--- config.mk ---
export PLATFORM = sky130hd
export DESIGN_NAME = luhn_card_number_validator_top
export DESIGN_NICKNAME = d
export VERILOG_FILES = /design/src/lcv_pkg.sv /design/src/lcv_acc.sv /design/src/luhn_card_number_validator_top.sv
export SDC_FILE = /design/constraint.sdc
export NUM_CORES = 1
export LEC_CHECK = 0
export BUFFER_PORTS_ARGS = -buffer_cell sky130_fd_sc_hd__buf_2
export CAP_MARGIN = 20
export CORE_UTILIZATION = 30
export CTS_CLUSTER_SIZE = 28
export DETAILED_ROUTE_END_ITERATION = 10
export HOLD_SLACK_MARGIN = 0.03
export PLACE_DENSITY_LB_ADDON = 0.08
export REMOVE_ABC_BUFFERS = 1
export SLEW_MARGIN = 25
export SYNTH_ARGS = -nofsm -noshare
export SYNTH_HDL_FRONTEND = slang
export SYNTH_SLANG_ARGS = --single-unit
--- constraint.sdc ---
create_clock -name clk -period 5.9 [get_ports clk]
set_clock_uncertainty 0.15 [all_clocks]
set_input_delay 0.885 -clock clk [delete_from_list [all_inputs] [get_ports clk]]
set_output_delay 0.885 -clock clk [all_outputs]
set_load 0.05 [all_outputs]
--- src/lcv_pkg.sv ---
// ----------------------------------------------------------------------------
// lcv_pkg
// Shared types, constants and digit helpers for the Luhn card number checker.
// ----------------------------------------------------------------------------
package lcv_pkg;

  // saturation point of the digit counter
  localparam int MAX_DIGITS = 31;
  localparam int CNT_W      = $clog2(MAX_DIGITS + 1);

  localparam int DIGIT_W  = 4;
  localparam int LEN_W    = 5;
  localparam int PREFIX_W = 7;
  localparam int TYPE_W   = 2;
  localparam int CFG_IDX_W  = 3;
  localparam int CFG_DATA_W = 7;

  // register indexes on the configuration port
  localparam logic [CFG_IDX_W-1:0] CFG_TYPE_A_LENGTH        = 3'd0;
  localparam logic [CFG_IDX_W-1:0] CFG_TYPE_A_PREFIX        = 3'd1;
  localparam logic [CFG_IDX_W-1:0] CFG_TYPE_B_LENGTH        = 3'd2;
  localparam logic [CFG_IDX_W-1:0] CFG_TYPE_B_PREFIX_FIRST  = 3'd3;
  localparam logic [CFG_IDX_W-1:0] CFG_TYPE_B_PREFIX_SECOND = 3'd4;
  localparam logic [CFG_IDX_W-1:0] CFG_TYPE_C_LENGTH        = 3'd5;
  localparam logic [CFG_IDX_W-1:0] CFG_TYPE_C_PREFIX        = 3'd6;

  // card type codes
  localparam logic [TYPE_W-1:0] CARD_UNKNOWN = 2'd0;
  localparam logic [TYPE_W-1:0] CARD_TYPE_A  = 2'd1;
  localparam logic [TYPE_W-1:0] CARD_TYPE_B  = 2'd2;
  localparam logic [TYPE_W-1:0] CARD_TYPE_C  = 2'd3;

  typedef struct packed {
    logic [DIGIT_W-1:0] digit;
    logic               last_digit;
  } in_item_t;

  typedef struct packed {
    logic [TYPE_W-1:0] card_type;
    logic              card_valid;
  } out_item_t;

  typedef struct packed {
    logic [LEN_W-1:0]    type_a_length;
    logic [PREFIX_W-1:0] type_a_prefix;
    logic [LEN_W-1:0]    type_b_length;
    logic [PREFIX_W-1:0] type_b_prefix_first;
    logic [PREFIX_W-1:0] type_b_prefix_second;
    logic [LEN_W-1:0]    type_c_length;
    logic [PREFIX_W-1:0] type_c_prefix;
  } cfg_regs_t;

  // digit taken mod 10 as is
  function automatic logic [DIGIT_W-1:0] plain_mod10(input logic [DIGIT_W-1:0] d);
    logic [DIGIT_W-1:0] r;
    r = (d > 4'd9) ? d - 4'd10 : d;
    return r;
  endfunction

  // doubled digit with its decimal digits summed, then mod 10
  function automatic logic [DIGIT_W-1:0] double_mod10(input logic [DIGIT_W-1:0] d);
    logic [DIGIT_W-1:0] r;
    case (d)
      4'd0:    r = 4'd0;
      4'd1:    r = 4'd2;
      4'd2:    r = 4'd4;
      4'd3:    r = 4'd6;
      4'd4:    r = 4'd8;
      4'd5:    r = 4'd1;
      4'd6:    r = 4'd3;
      4'd7:    r = 4'd5;
      4'd8:    r = 4'd7;
      4'd9:    r = 4'd9;
      4'd10:   r = 4'd2;
      4'd11:   r = 4'd4;
      4'd12:   r = 4'd6;
      4'd13:   r = 4'd8;
      4'd14:   r = 4'd0;
      4'd15:   r = 4'd3;
      default: r = 4'd0;
    endcase
    return r;
  endfunction

  // sum of two values below ten, mod 10
  function automatic logic [DIGIT_W-1:0] add_mod10(input logic [DIGIT_W-1:0] a,
                                                   input logic [DIGIT_W-1:0] b);
    logic [DIGIT_W:0] s;
    s = {1'b0, a} + {1'b0, b};
    if (s > 5'd9) begin
      s = s - 5'd10;
    end
    return s[DIGIT_W-1:0];
  endfunction

endpackage

--- src/lcv_acc.sv ---
// ----------------------------------------------------------------------------
// lcv_acc
// Luhn accumulator: running sums for both count parities, digit count,
// prefix capture and card classification on the final digit.
// ----------------------------------------------------------------------------
module lcv_acc (
  input  logic              clk,
  input  logic              rst_n,
  input  logic              step,
  input  lcv_pkg::in_item_t item,
  input  lcv_pkg::cfg_regs_t cfg,
  output lcv_pkg::out_item_t result
);

  logic [lcv_pkg::DIGIT_W-1:0] sum_even_r, sum_even_nxt;
  logic [lcv_pkg::DIGIT_W-1:0] sum_odd_r, sum_odd_nxt;
  logic [lcv_pkg::CNT_W-1:0]   count_r, count_nxt;
  logic [lcv_pkg::DIGIT_W-1:0] lead_r, lead_nxt;
  logic [lcv_pkg::DIGIT_W-1:0] second_r, second_nxt;

  logic [lcv_pkg::DIGIT_W-1:0] plain_val;
  logic [lcv_pkg::DIGIT_W-1:0] dbl_val;
  logic [7:0]                  prefix;
  logic                        prefix_ok;
  logic                        match_a, match_b, match_c;
  logic [lcv_pkg::DIGIT_W-1:0] final_sum;

  assign plain_val = lcv_pkg::plain_mod10(item.digit);
  assign dbl_val   = lcv_pkg::double_mod10(item.digit);

  always_comb begin
    lead_nxt   = (count_r == '0) ? item.digit : lead_r;
    second_nxt = (count_r == lcv_pkg::CNT_W'(1)) ? item.digit : second_r;
    // even-position digits from the left are doubled if the final count is even
    if (!count_r[0]) begin
      sum_even_nxt = lcv_pkg::add_mod10(sum_even_r, dbl_val);
      sum_odd_nxt  = lcv_pkg::add_mod10(sum_odd_r, plain_val);
    end else begin
      sum_even_nxt = lcv_pkg::add_mod10(sum_even_r, plain_val);
      sum_odd_nxt  = lcv_pkg::add_mod10(sum_odd_r, dbl_val);
    end
    if (count_r != lcv_pkg::CNT_W'(lcv_pkg::MAX_DIGITS)) begin
      count_nxt = count_r + lcv_pkg::CNT_W'(1);
    end else begin
      count_nxt = count_r;
    end
  end

  // classification from the updated state
  assign prefix    = {lead_nxt, 3'b000} + {3'b000, lead_nxt, 1'b0} + {4'b0000, second_nxt};
  assign prefix_ok = (count_nxt >= lcv_pkg::CNT_W'(2)) && (lead_nxt <= 4'd9) &&
                     (second_nxt <= 4'd9);

  assign match_a = prefix_ok &&
                   (count_nxt == lcv_pkg::CNT_W'(cfg.type_a_length)) &&
                   (prefix == {1'b0, cfg.type_a_prefix});
  assign match_b = prefix_ok &&
                   (count_nxt == lcv_pkg::CNT_W'(cfg.type_b_length)) &&
                   ((prefix == {1'b0, cfg.type_b_prefix_first}) ||
                    (prefix == {1'b0, cfg.type_b_prefix_second}));
  assign match_c = prefix_ok &&
                   (count_nxt == lcv_pkg::CNT_W'(cfg.type_c_length)) &&
                   (prefix == {1'b0, cfg.type_c_prefix});

  assign final_sum = count_nxt[0] ? sum_odd_nxt : sum_even_nxt;

  always_comb begin
    if (match_a) begin
      result.card_type = lcv_pkg::CARD_TYPE_A;
    end else if (match_b) begin
      result.card_type = lcv_pkg::CARD_TYPE_B;
    end else if (match_c) begin
      result.card_type = lcv_pkg::CARD_TYPE_C;
    end else begin
      result.card_type = lcv_pkg::CARD_UNKNOWN;
    end
    result.card_valid = (match_a || match_b || match_c) && (final_sum == '0);
  end

  always_ff @(posedge clk) begin
    if (!rst_n) begin
      sum_even_r <= '0;
      sum_odd_r  <= '0;
      count_r    <= '0;
      lead_r     <= '0;
      second_r   <= '0;
    end else if (step) begin
      if (item.last_digit) begin
        // number finished, start over
        sum_even_r <= '0;
        sum_odd_r  <= '0;
        count_r    <= '0;
        lead_r     <= '0;
        second_r   <= '0;
      end else begin
        sum_even_r <= sum_even_nxt;
        sum_odd_r  <= sum_odd_nxt;
        count_r    <= count_nxt;
        lead_r     <= lead_nxt;
        second_r   <= second_nxt;
      end
    end
  end

endmodule

--- src/luhn_card_number_validator_top.sv ---
// ----------------------------------------------------------------------------
// luhn_card_number_validator_top
// Streams card number digits, checks the Luhn sum and classifies the card.
// ----------------------------------------------------------------------------
//  channel  | ports                           | moves
//  ---------+---------------------------------+-------------------------------
//  input    | in_valid, in_ready, in_data     | one digit and last flag
//  result   | out_valid, out_ready, out_data  | card type and valid, per number
//  config   | cfg_we, cfg_index, cfg_wdata    | one register write per cycle
//
//  one digit per cycle; a digit waits in the input register until stepped, and
//  that step loads the result of a last digit into the output register.
//  the input register frees whenever the output register is empty or being
//  taken, so transfers continue back to back while the result side keeps up.
//  sync reset clears the handshake and the running sums and loads the default
//  card types.
module luhn_card_number_validator_top (
  input  logic                              clk,
  input  logic                              rst_n,
  input  logic                              in_valid,
  output logic                              in_ready,
  input  lcv_pkg::in_item_t                 in_data,
  output logic                              out_valid,
  input  logic                              out_ready,
  output lcv_pkg::out_item_t                out_data,
  input  logic                              cfg_we,
  input  logic [lcv_pkg::CFG_IDX_W-1:0]     cfg_index,
  input  logic [lcv_pkg::CFG_DATA_W-1:0]    cfg_wdata
);

  lcv_pkg::cfg_regs_t cfg_r;
  lcv_pkg::in_item_t  stage_r;
  logic               stage_valid_r;
  lcv_pkg::out_item_t out_r;
  logic               out_valid_r;
  lcv_pkg::out_item_t result;
  logic               out_free;
  logic               step;

  assign out_free = !out_valid_r || out_ready;
  assign step     = stage_valid_r && out_free;
  assign in_ready = !stage_valid_r || out_free;

  assign out_valid = out_valid_r;
  assign out_data  = out_r;

  lcv_acc u_acc (
    .clk    (clk),
    .rst_n  (rst_n),
    .step   (step),
    .item   (stage_r),
    .cfg    (cfg_r),
    .result (result)
  );

  always_ff @(posedge clk) begin
    if (!rst_n) begin
      cfg_r.type_a_length        <= 5'd14;
      cfg_r.type_a_prefix        <= 7'd65;
      cfg_r.type_b_length        <= 5'd16;
      cfg_r.type_b_prefix_first  <= 7'd77;
      cfg_r.type_b_prefix_second <= 7'd78;
      cfg_r.type_c_length        <= 5'd15;
      cfg_r.type_c_prefix        <= 7'd91;
    end else if (cfg_we) begin
      case (cfg_index)
        lcv_pkg::CFG_TYPE_A_LENGTH:        cfg_r.type_a_length <= cfg_wdata[4:0];
        lcv_pkg::CFG_TYPE_A_PREFIX:        cfg_r.type_a_prefix <= cfg_wdata;
        lcv_pkg::CFG_TYPE_B_LENGTH:        cfg_r.type_b_length <= cfg_wdata[4:0];
        lcv_pkg::CFG_TYPE_B_PREFIX_FIRST:  cfg_r.type_b_prefix_first <= cfg_wdata;
        lcv_pkg::CFG_TYPE_B_PREFIX_SECOND: cfg_r.type_b_prefix_second <= cfg_wdata;
        lcv_pkg::CFG_TYPE_C_LENGTH:        cfg_r.type_c_length <= cfg_wdata[4:0];
        lcv_pkg::CFG_TYPE_C_PREFIX:        cfg_r.type_c_prefix <= cfg_wdata;
        default: begin
        end
      endcase
    end
  end

  // input register
  always_ff @(posedge clk) begin
    if (!rst_n) begin
      stage_valid_r <= 1'b0;
    end else if (in_ready) begin
      stage_valid_r <= in_valid;
    end
  end

  always_ff @(posedge clk) begin
    if (in_valid && in_ready) begin
      stage_r <= in_data;
    end
  end

  // output register, loaded only by a last digit
  always_ff @(posedge clk) begin
    if (!rst_n) begin
      out_valid_r <= 1'b0;
    end else if (step && stage_r.last_digit) begin
      out_valid_r <= 1'b1;
    end else if (out_ready) begin
      out_valid_r <= 1'b0;
    end
  end

  always_ff @(posedge clk) begin
    if (step && stage_r.last_digit) begin
      out_r <= result;
    end
  end

endmodule
==> impl_results.md, run 1 <==
* Path length in cells of the critical path at 15
* Total routing resource utilization after global routing at 16.5%
* Die Footprint at 0.0187 mm²
* Filler cells at 1809
* Post-synthesis share of cell area spent on full adders, half adders and majority gates at 10.3%
* DP Area at 0.00577 mm²
* Cell area after technology mapping at 0.00544 mm²
* Worst setup EP type: flip-flop
* Count of max-cap constraint violations at 0
* Time the worst path needs with I/O delays and setup at 4480 ps
* Tot Pwr at 1.51 mW
* Leading post-synthesis cells by instance count: 77 x nand2_1, 70 x dfxtp_1, 38 x mux2i_1
* Initial core utilization at 31.1%
* Non-filler cells, final at 866
* Post-synthesis share of cell area spent on xor and xnor gates at 10.0%
* IO buf count at 24
* Maximum clock frequency at 223 MHz
* Compound-Gate Fraction of Synth Area at 14.3%
* HP Class: flip-flop to flip-flop
* Yosys synthesis warning count at 0
* DR vias at 4383
* Period Utilization, post-route at 75.9%
* Crit path capture: out_data[2]
* Top Layer Used: met4
* Synthesized area per cell at 8.74 µm²
* Reg2reg path depth at 15
* Final number of setup-violating endpoints at 0
* Routed wl met2 at 6840 µm
* Mux cell area share after synthesis at 9.15%
* Worst setup margin at 1420 ps
* Critical path launch point type: flip-flop
* Power density normalized to cell area at 249 mW/mm²
* Core utilization of the finished layout at 34.7%
* Routed wire length at 14500 µm
* Core Area at 0.0175 mm²
* Most area-consuming cells after synthesis: dfxtp_1 26%, ha_1 8.5%, mux2i_1 7.0%
* Worst Path Class, Setup: flip-flop to flip-flop
* Initial antenna violation count at 0
* Die Height at 137 µm
* Count of hold-fix buffers inserted at cts at 0
* Worst setup slack after placement at 1380 ps
* Number of top-level pins at 25
* Diodes inserted at 0
* Reg clk slew, reported paths at 70 ps
* DP Wirelength at 11200 µm
* Post-synthesis cell count at 623
* Total global routing overflow at 0
* Launch point of the critical path: u_acc.count_r[1]
* Die width at 137 µm
* Slowest cell delay on critical path at 520 ps
* Peak supply drop at 0.142 mV
* R2r setup slk at 1420 ps
* Largest delay share family, worst path: simple AND/OR/NAND/NOR gates
* Biggest fanout along the worst timing path at 6
* Number of enable flip-flop cells after synthesis at 8
* Worst path buffer plus inverter count at 2
* Total length of routed met3 wires at 482 µm
* Max-slew violation total from the final report at 0
* Clk Latency, worst-skew pair at 350 ps
* Worst reg2reg startpoint: u_acc.count_r[1]
* Part of the Yosys area used for sequential elements at 30.2%
* Most numerous cell in the Yosys netlist: nand2_1
* Seq cells post-synth at 78
* Most instantiated flip-flop cell in the synthesis netlist: dfxtp_1
* Largest net degree at the start of global routing at 42
* CTS sink count at 78
* Placed Cells incl. Taps at 850
* Residual DRC count at 0
* Largest buffer count on any clock path at 2
* TritonCTS clock tree: done
* Number of global-route vias before repair at 4262
* FP Rows at 48
* Vias per cell at 5.06
* Headroom to the max-slew limit at 33.2%
* Outcome: finished clean
* Smallest hold slack at 328 ps
* Total number of nets in the final design at 698
* Worst EP arrival at 4440 ps
* Number of post-CTS setup repair buffers at 0
* Count of unique library cells instantiated by Yosys at 62
* Endpoint required time on the critical path at 5860 ps
* DR pass1 iterations at 4
* Post-synthesis share of cell area spent on and, or, nand and nor gates at 22.1%
* Post-synthesis to final-layout area growth at 11.5%
* Setup TNS at 0 ps
* Fraction of final layout cells with drive strength greater than 1 at 10.5%
* RePlAce Congestion at 0.827
* Post-CTS resize count at 0
* Actual slew at the worst max-slew pin at 992 ps
* Cell at the slowest stage of the critical path: mux2i_2
* Clock Tree Root: clkbuf_16
* Number of buffers inserted during clock tree synthesis at 9
* WL met1 at 6860 µm
* Number of H-tree branching levels at 3
* Global-route wire length before repair at 23000 µm
* Critical path, cell by cell: inv_1 -> ha_1 -> nor4b_4 -> mux2i_2 -> xor2_1 -> ha_1 -> inv_1 -> fa_1 -> xor2_1 -> xnor2_1 -> nor4_1 -> nand3_1 -> nor3_1 -> nand4_1 -> and2_1
* Share of Yosys cell area claimed by the top area cell type at 25.7%
* Cell taking the most area after synthesis: dfxtp_1
* Post-DRT Antenna Nets at 0
* Largest family of logic cells by synthesized area: simple AND/OR/NAND/NOR gates
* Crit Reg-Reg Endpoint: out_data[2]
* Fraction of registers with async set or reset after synthesis at 0%
* Total leakage power at 2.54 nW
* Setup repair after global routing missed its margin: no
* Count of final hold-check violations at 0
* Initial drt markers at 170
* Finished layout cell area at 0.00607 mm²
* Per-cell routed wire length at 16.7 µm
## registers in the layout, indices dropped and copies added, names as in the netlist
register	count
cfg_r	43
out_data	3
out_valid	1
stage_r	5
stage_valid_r	1
u_acc.count_r	5
u_acc.dbl_val	4
u_acc.lead_r	4
u_acc.second_r	4
u_acc.sum_even_r	4
u_acc.sum_odd_r	4
## power breakdown
group | leakage, nW | internal (mW) | switching, mW | total [mW]
clock | 0.153 | 0.326 | 0.246 | 0.572
sequential | 0.646 | 0.554 | 0.0223 | 0.577
combinational | 1.74 | 0.158 | 0.206 | 0.364
## logic make-up after synthesis
| group | Yosys count |
|---|---|
| and+or+nand+nor | 234 |
| adders and majority gates | 42 |
| buffers and inverters | 52 |
| AOI/OAI and AO/OA | 118 |
| DFF | 78 |
| muxes | 47 |
| xor gates and xnor gates | 52 |
## how the worst min path moves through the flow
| stage | from | to | cells after the start |
|---|---|---|---|
| floorplan | cfg_r[6] | cfg_r[6] | 2 |
| global placement | cfg_r[2] | cfg_r[2] | 2 |
| detailed placement | cfg_r[5] | cfg_r[5] | 2 |
| CTS | cfg_r[5] | cfg_r[5] | 2 |
| global route | cfg_r[6] | cfg_r[6] | 2 |
| finish | cfg_r[5] | cfg_r[5] | 2 |
## layout make-up
class	instances	area [µm²]	area share [%]
multi-input cells	493	3590	59.2
flip-flops and latches	78	1640	27.1
well taps	225	282	4.64
clock buffers	11	264	4.35
repair buffers	26	148	2.43
inverters	28	105	1.73
clock inverters	5	37.5	0.619
## cell usage in the layout, fill, tap and decap left out, types with 6 or more instances in the layout
cell | Yosys | final
nand2b_1 | 9 | 9
mux2_2 | 6 | 6
nor3_1 | 7 | 7
inv_1 | 27 | 27
xnor3_1 | 6 | 6
a21boi_0 | 14 | 14
or2_2 | 9 | 9
ha_1 | 37 | 37
dfxtp_1 | 70 | 70
xor2_1 | 20 | 20
xnor2_1 | 25 | 25
a21oi_1 | 31 | 31
buf_2 | 1 | 24
o21ai_0 | 22 | 22
and2_1 | 17 | 17
nor2b_1 | 25 | 25
nor2_1 | 32 | 32
o22ai_1 | 6 | 6
clkbuf_16 | 0 | 10
mux2i_1 | 38 | 38
edfxtp_1 | 8 | 8
nand3_1 | 32 | 32
nand2_1 | 77 | 77
## worst reg2reg max path: stages, from the launching register on
cell and delay, ps:
dfxtp_1 340, inv_1 150, ha_1 170, nor4b_4 450, mux2i_2 520, xor2_1 140
ha_1 310, inv_1 60, fa_1 440, xor2_1 450, xnor2_1 130, nor4_1 290
nand3_1 110, nor3_1 240, nand4_1 130, and2_1 150
## metal layers
| layer | global-route usage [%] | vias up |
|---|---|---|
| met5 | 0 | - |
| met2 | 27.8 | 75 |
| li1 | - | 2221 |
| met4 | 5.37 | 0 |
| met1 | 20.6 | 2070 |
| met3 | 4.04 | 17 |
(Power assumes the default switching activity.)
==> run 2, diff against run 1 <==
--- a/config.mk
+++ b/config.mk
@@ -5,6 +5,7 @@
 export SDC_FILE = /design/constraint.sdc
 export NUM_CORES = 1
 export LEC_CHECK = 0
+export ABC_AREA = 1
 export BUFFER_PORTS_ARGS = -buffer_cell sky130_fd_sc_hd__buf_2
 export CAP_MARGIN = 20
 export CORE_UTILIZATION = 30
==> constraint.sdc (replaced) <==
create_clock -name clk -period 4.2 [get_ports clk]
set_clock_uncertainty 0.15 [all_clocks]
set_input_delay 0.63 -clock clk [delete_from_list [all_inputs] [get_ports clk]]
set_output_delay 0.63 -clock clk [all_outputs]
set_load 0.05 [all_outputs]
==> impl_results.md, run 2 <==
* Total number of nets in the final design at 904
* Period Utilization, post-route at 89.4%
* DP Area at 0.00573 mm²
* Cell area after technology mapping at 0.00533 mm²
* Largest net degree at the start of global routing at 45
* Worst EP arrival at 3800 ps
* Post-DRT Antenna Nets at 0
* Fraction of final layout cells with drive strength greater than 1 at 7.44%
* Final number of setup-violating endpoints at 0
* Post-synthesis to final-layout area growth at 13.6%
* Leading post-synthesis cells by instance count: 242 x nand2_1, 108 x inv_1, 81 x nand3_1, 81 x nor2_1, 70 x dfxtp_1
* Number of global-route vias before repair at 4709
* Number of enable flip-flop cells after synthesis at 8
* Number of H-tree branching levels at 3
* Seq cells post-synth at 78
* Total leakage power at 3.02 nW
* IO buf count at 24
* Max-slew violation total from the final report at 0
* TritonCTS clock tree: done
* Initial core utilization at 30.8%
* Core Area at 0.0173 mm²
* DR vias at 5088
* Vias per cell at 4.75
* DP Wirelength at 12200 µm
* Share of Yosys cell area claimed by the top area cell type at 26.3%
* Count of unique library cells instantiated by Yosys at 34
* Global-route wire length before repair at 25000 µm
* Worst Path Class, Setup: flip-flop to flip-flop
* Headroom to the max-slew limit at 38.2%
* Critical path launch point type: flip-flop
* Count of final hold-check violations at 0
* Cell taking the most area after synthesis: dfxtp_1
* Biggest fanout along the worst timing path at 7
* Number of top-level pins at 25
* RePlAce Congestion at 0.852
* Routed wire length at 15500 µm
* Reg clk slew, reported paths at 60 ps
* Most numerous cell in the Yosys netlist: nand2_1
* Clk Latency, worst-skew pair at 340 ps
* Count of max-cap constraint violations at 0
* Post-synthesis cell count at 813
* Setup TNS at 0 ps
* Clock Tree Root: clkbuf_16
* Outcome: finished clean
* Number of flip-flops in the largest register at 43
* Initial antenna violation count at 0
* Total routing resource utilization after global routing at 18.0%
* Most area-consuming cells after synthesis: dfxtp_1 26%, nand2_1 17%, ha_1 8.7%
* Yosys synthesis warning count at 0
* Largest register by flop count: cfg_r
* Maximum clock frequency at 266 MHz
* Die Footprint at 0.0183 mm²
* Synthesized area per cell at 6.55 µm²
* Most common cell after layout, fill and taps aside: nand2_1
* Count of hold-fix buffers inserted at cts at 0
* Most frequent cells in the layout: 242 x nand2_1, 108 x inv_1, 81 x nor2_1, 81 x nand3_1, 69 x dfxtp_1
* HP Class: flip-flop to flip-flop
* Critical path, cell by cell: inv_1 -> ha_1 -> nand3_4 -> o21ai_2 -> xor2_1 -> inv_1 -> ha_1 -> inv_1 -> fa_1 -> o21ai_0 -> nor2_1 -> nand3_1 -> nor2_1 -> nand3_1 -> nor2_1 -> nand4_1 -> nand2b_1 -> o21ai_1
* Initial drt markers at 263
* Worst setup slack after placement at 378 ps
* Finished layout cell area at 0.00605 mm²
* Placed Cells incl. Taps at 1056
* Fraction of registers with async set or reset after synthesis at 0%
* Per-cell routed wire length at 14.4 µm
* Total global routing overflow at 0
* Actual slew at the worst max-slew pin at 926 ps
* Peak supply drop at 0.202 mV
* CTS sink count at 78
* Setup repair after global routing missed its margin: no
* Largest buffer count on any clock path at 2
* Die width at 135 µm
* Endpoint required time on the critical path at 4240 ps
* Worst setup margin at 443 ps
* Die Height at 135 µm
* FP Rows at 48
* Diodes inserted at 0
* Power density normalized to cell area at 361 mW/mm²
* Most instantiated flip-flop cell in the synthesis netlist: dfxtp_1
* Worst setup EP type: flip-flop
* DR pass1 iterations at 4
* Number of buffers inserted during clock tree synthesis at 9
* Residual DRC count at 0
* Tot Pwr at 2.18 mW
* Non-filler cells, final at 1072
* Cell at the slowest stage of the critical path: fa_1
* Part of the Yosys area used for sequential elements at 30.8%
* Largest registers: cfg_r: 43 flops, stage_r: 5 flops, u_acc.count_r: 5 flops
* Time the worst path needs with I/O delays and setup at 3760 ps
* Slowest cell delay on critical path at 720 ps
## run 2: changes by cell type in the layout (fill, tap and decap cells not counted), sizes merged, moves of 21 or more
cell	change
inv	+82
nor2b	-25
nand2	+172
nor2	+51
mux2i	-40
nand3	+51
o21ai	+21
## run 2: final timing paths
kind                          start                end  slack [ps]  depth (start not counted)
setup / recovery   u_acc.count_r[1]        out_data[1]         440                         18
hold / removal    u_acc.second_r[0]  u_acc.second_r[0]         320                          2
setup reg to reg   u_acc.count_r[1]        out_data[1]         440                         18
hold reg to reg   u_acc.second_r[0]  u_acc.second_r[0]         320                          2
## run 2: routing by layer
layer | vias up | routed length [µm] | track usage (%) | part of all wire [%]
li1 | 2675 | - | - | -
met1 | 2334 | 8290 | 26.0 | 54
met2 | 69 | 6530 | 27.3 | 42
met3 | 10 | 500 | 3.33 | 3.2
met4 | 0 | 153 | 4.74 | 0.99
met5 | - | 0 | 0 | 0
## run 2: logic make-up after synthesis
group                    synth area share (%)
AO/OA/AOI/OAI                            9.91
XOR/XNOR                                 3.78
adder cells (fa/ha/maj)                  10.6
buffers and inverters                    8.97
flip-flops                               30.8
AND/OR/NAND/NOR                          36.0
## run 2: repair_timing
item                                    in CTS  in global routing
buffers inserted                             0                  0
endpoints found under the hold margin        0                  0
resized for setup                            0                  1
endpoints found under the setup margin       0                  1
## run 2: report_power, final
part	leakage, nW	switching (mW)	internal (mW)
combinational	2.20	0.335	0.182
clock	0.164	0.325	0.529
sequential	0.651	0.0302	0.783
## run 2: critical path, delay by kind of cell (launching register included)
| kind | cells | cell delay (ps) |
|---|---|---|
| adder cells (fa/ha/maj) | 3 | 1300 |
| AND/OR/NAND/NOR | 8 | 930 |
| AO/OA/AOI/OAI | 3 | 470 |
| flip-flops | 1 | 370 |
| buffers and inverters | 3 | 230 |
| XOR/XNOR | 1 | 180 |
## run 2: cell type report
| class | instances | area, µm² |
|---|---|---|
| sequential | 78 | 1640 |
| timing repair buffer | 31 | 173 |
| fill | 1904 | 11200 |
| tap | 225 | 282 |
| clock buffer | 12 | 278 |
| inverter | 112 | 420 |
| multi-input combinational | 610 | 3210 |
| clock inverter | 4 | 50.0 |
## run 2: through the flow
stage,hold WS (ps),utilization [%]
floorplan,292,-
global placement,304,33.1
detailed placement,309,33.1
CTS,318,35.0
global route,318,35.0
finish,319,35.0
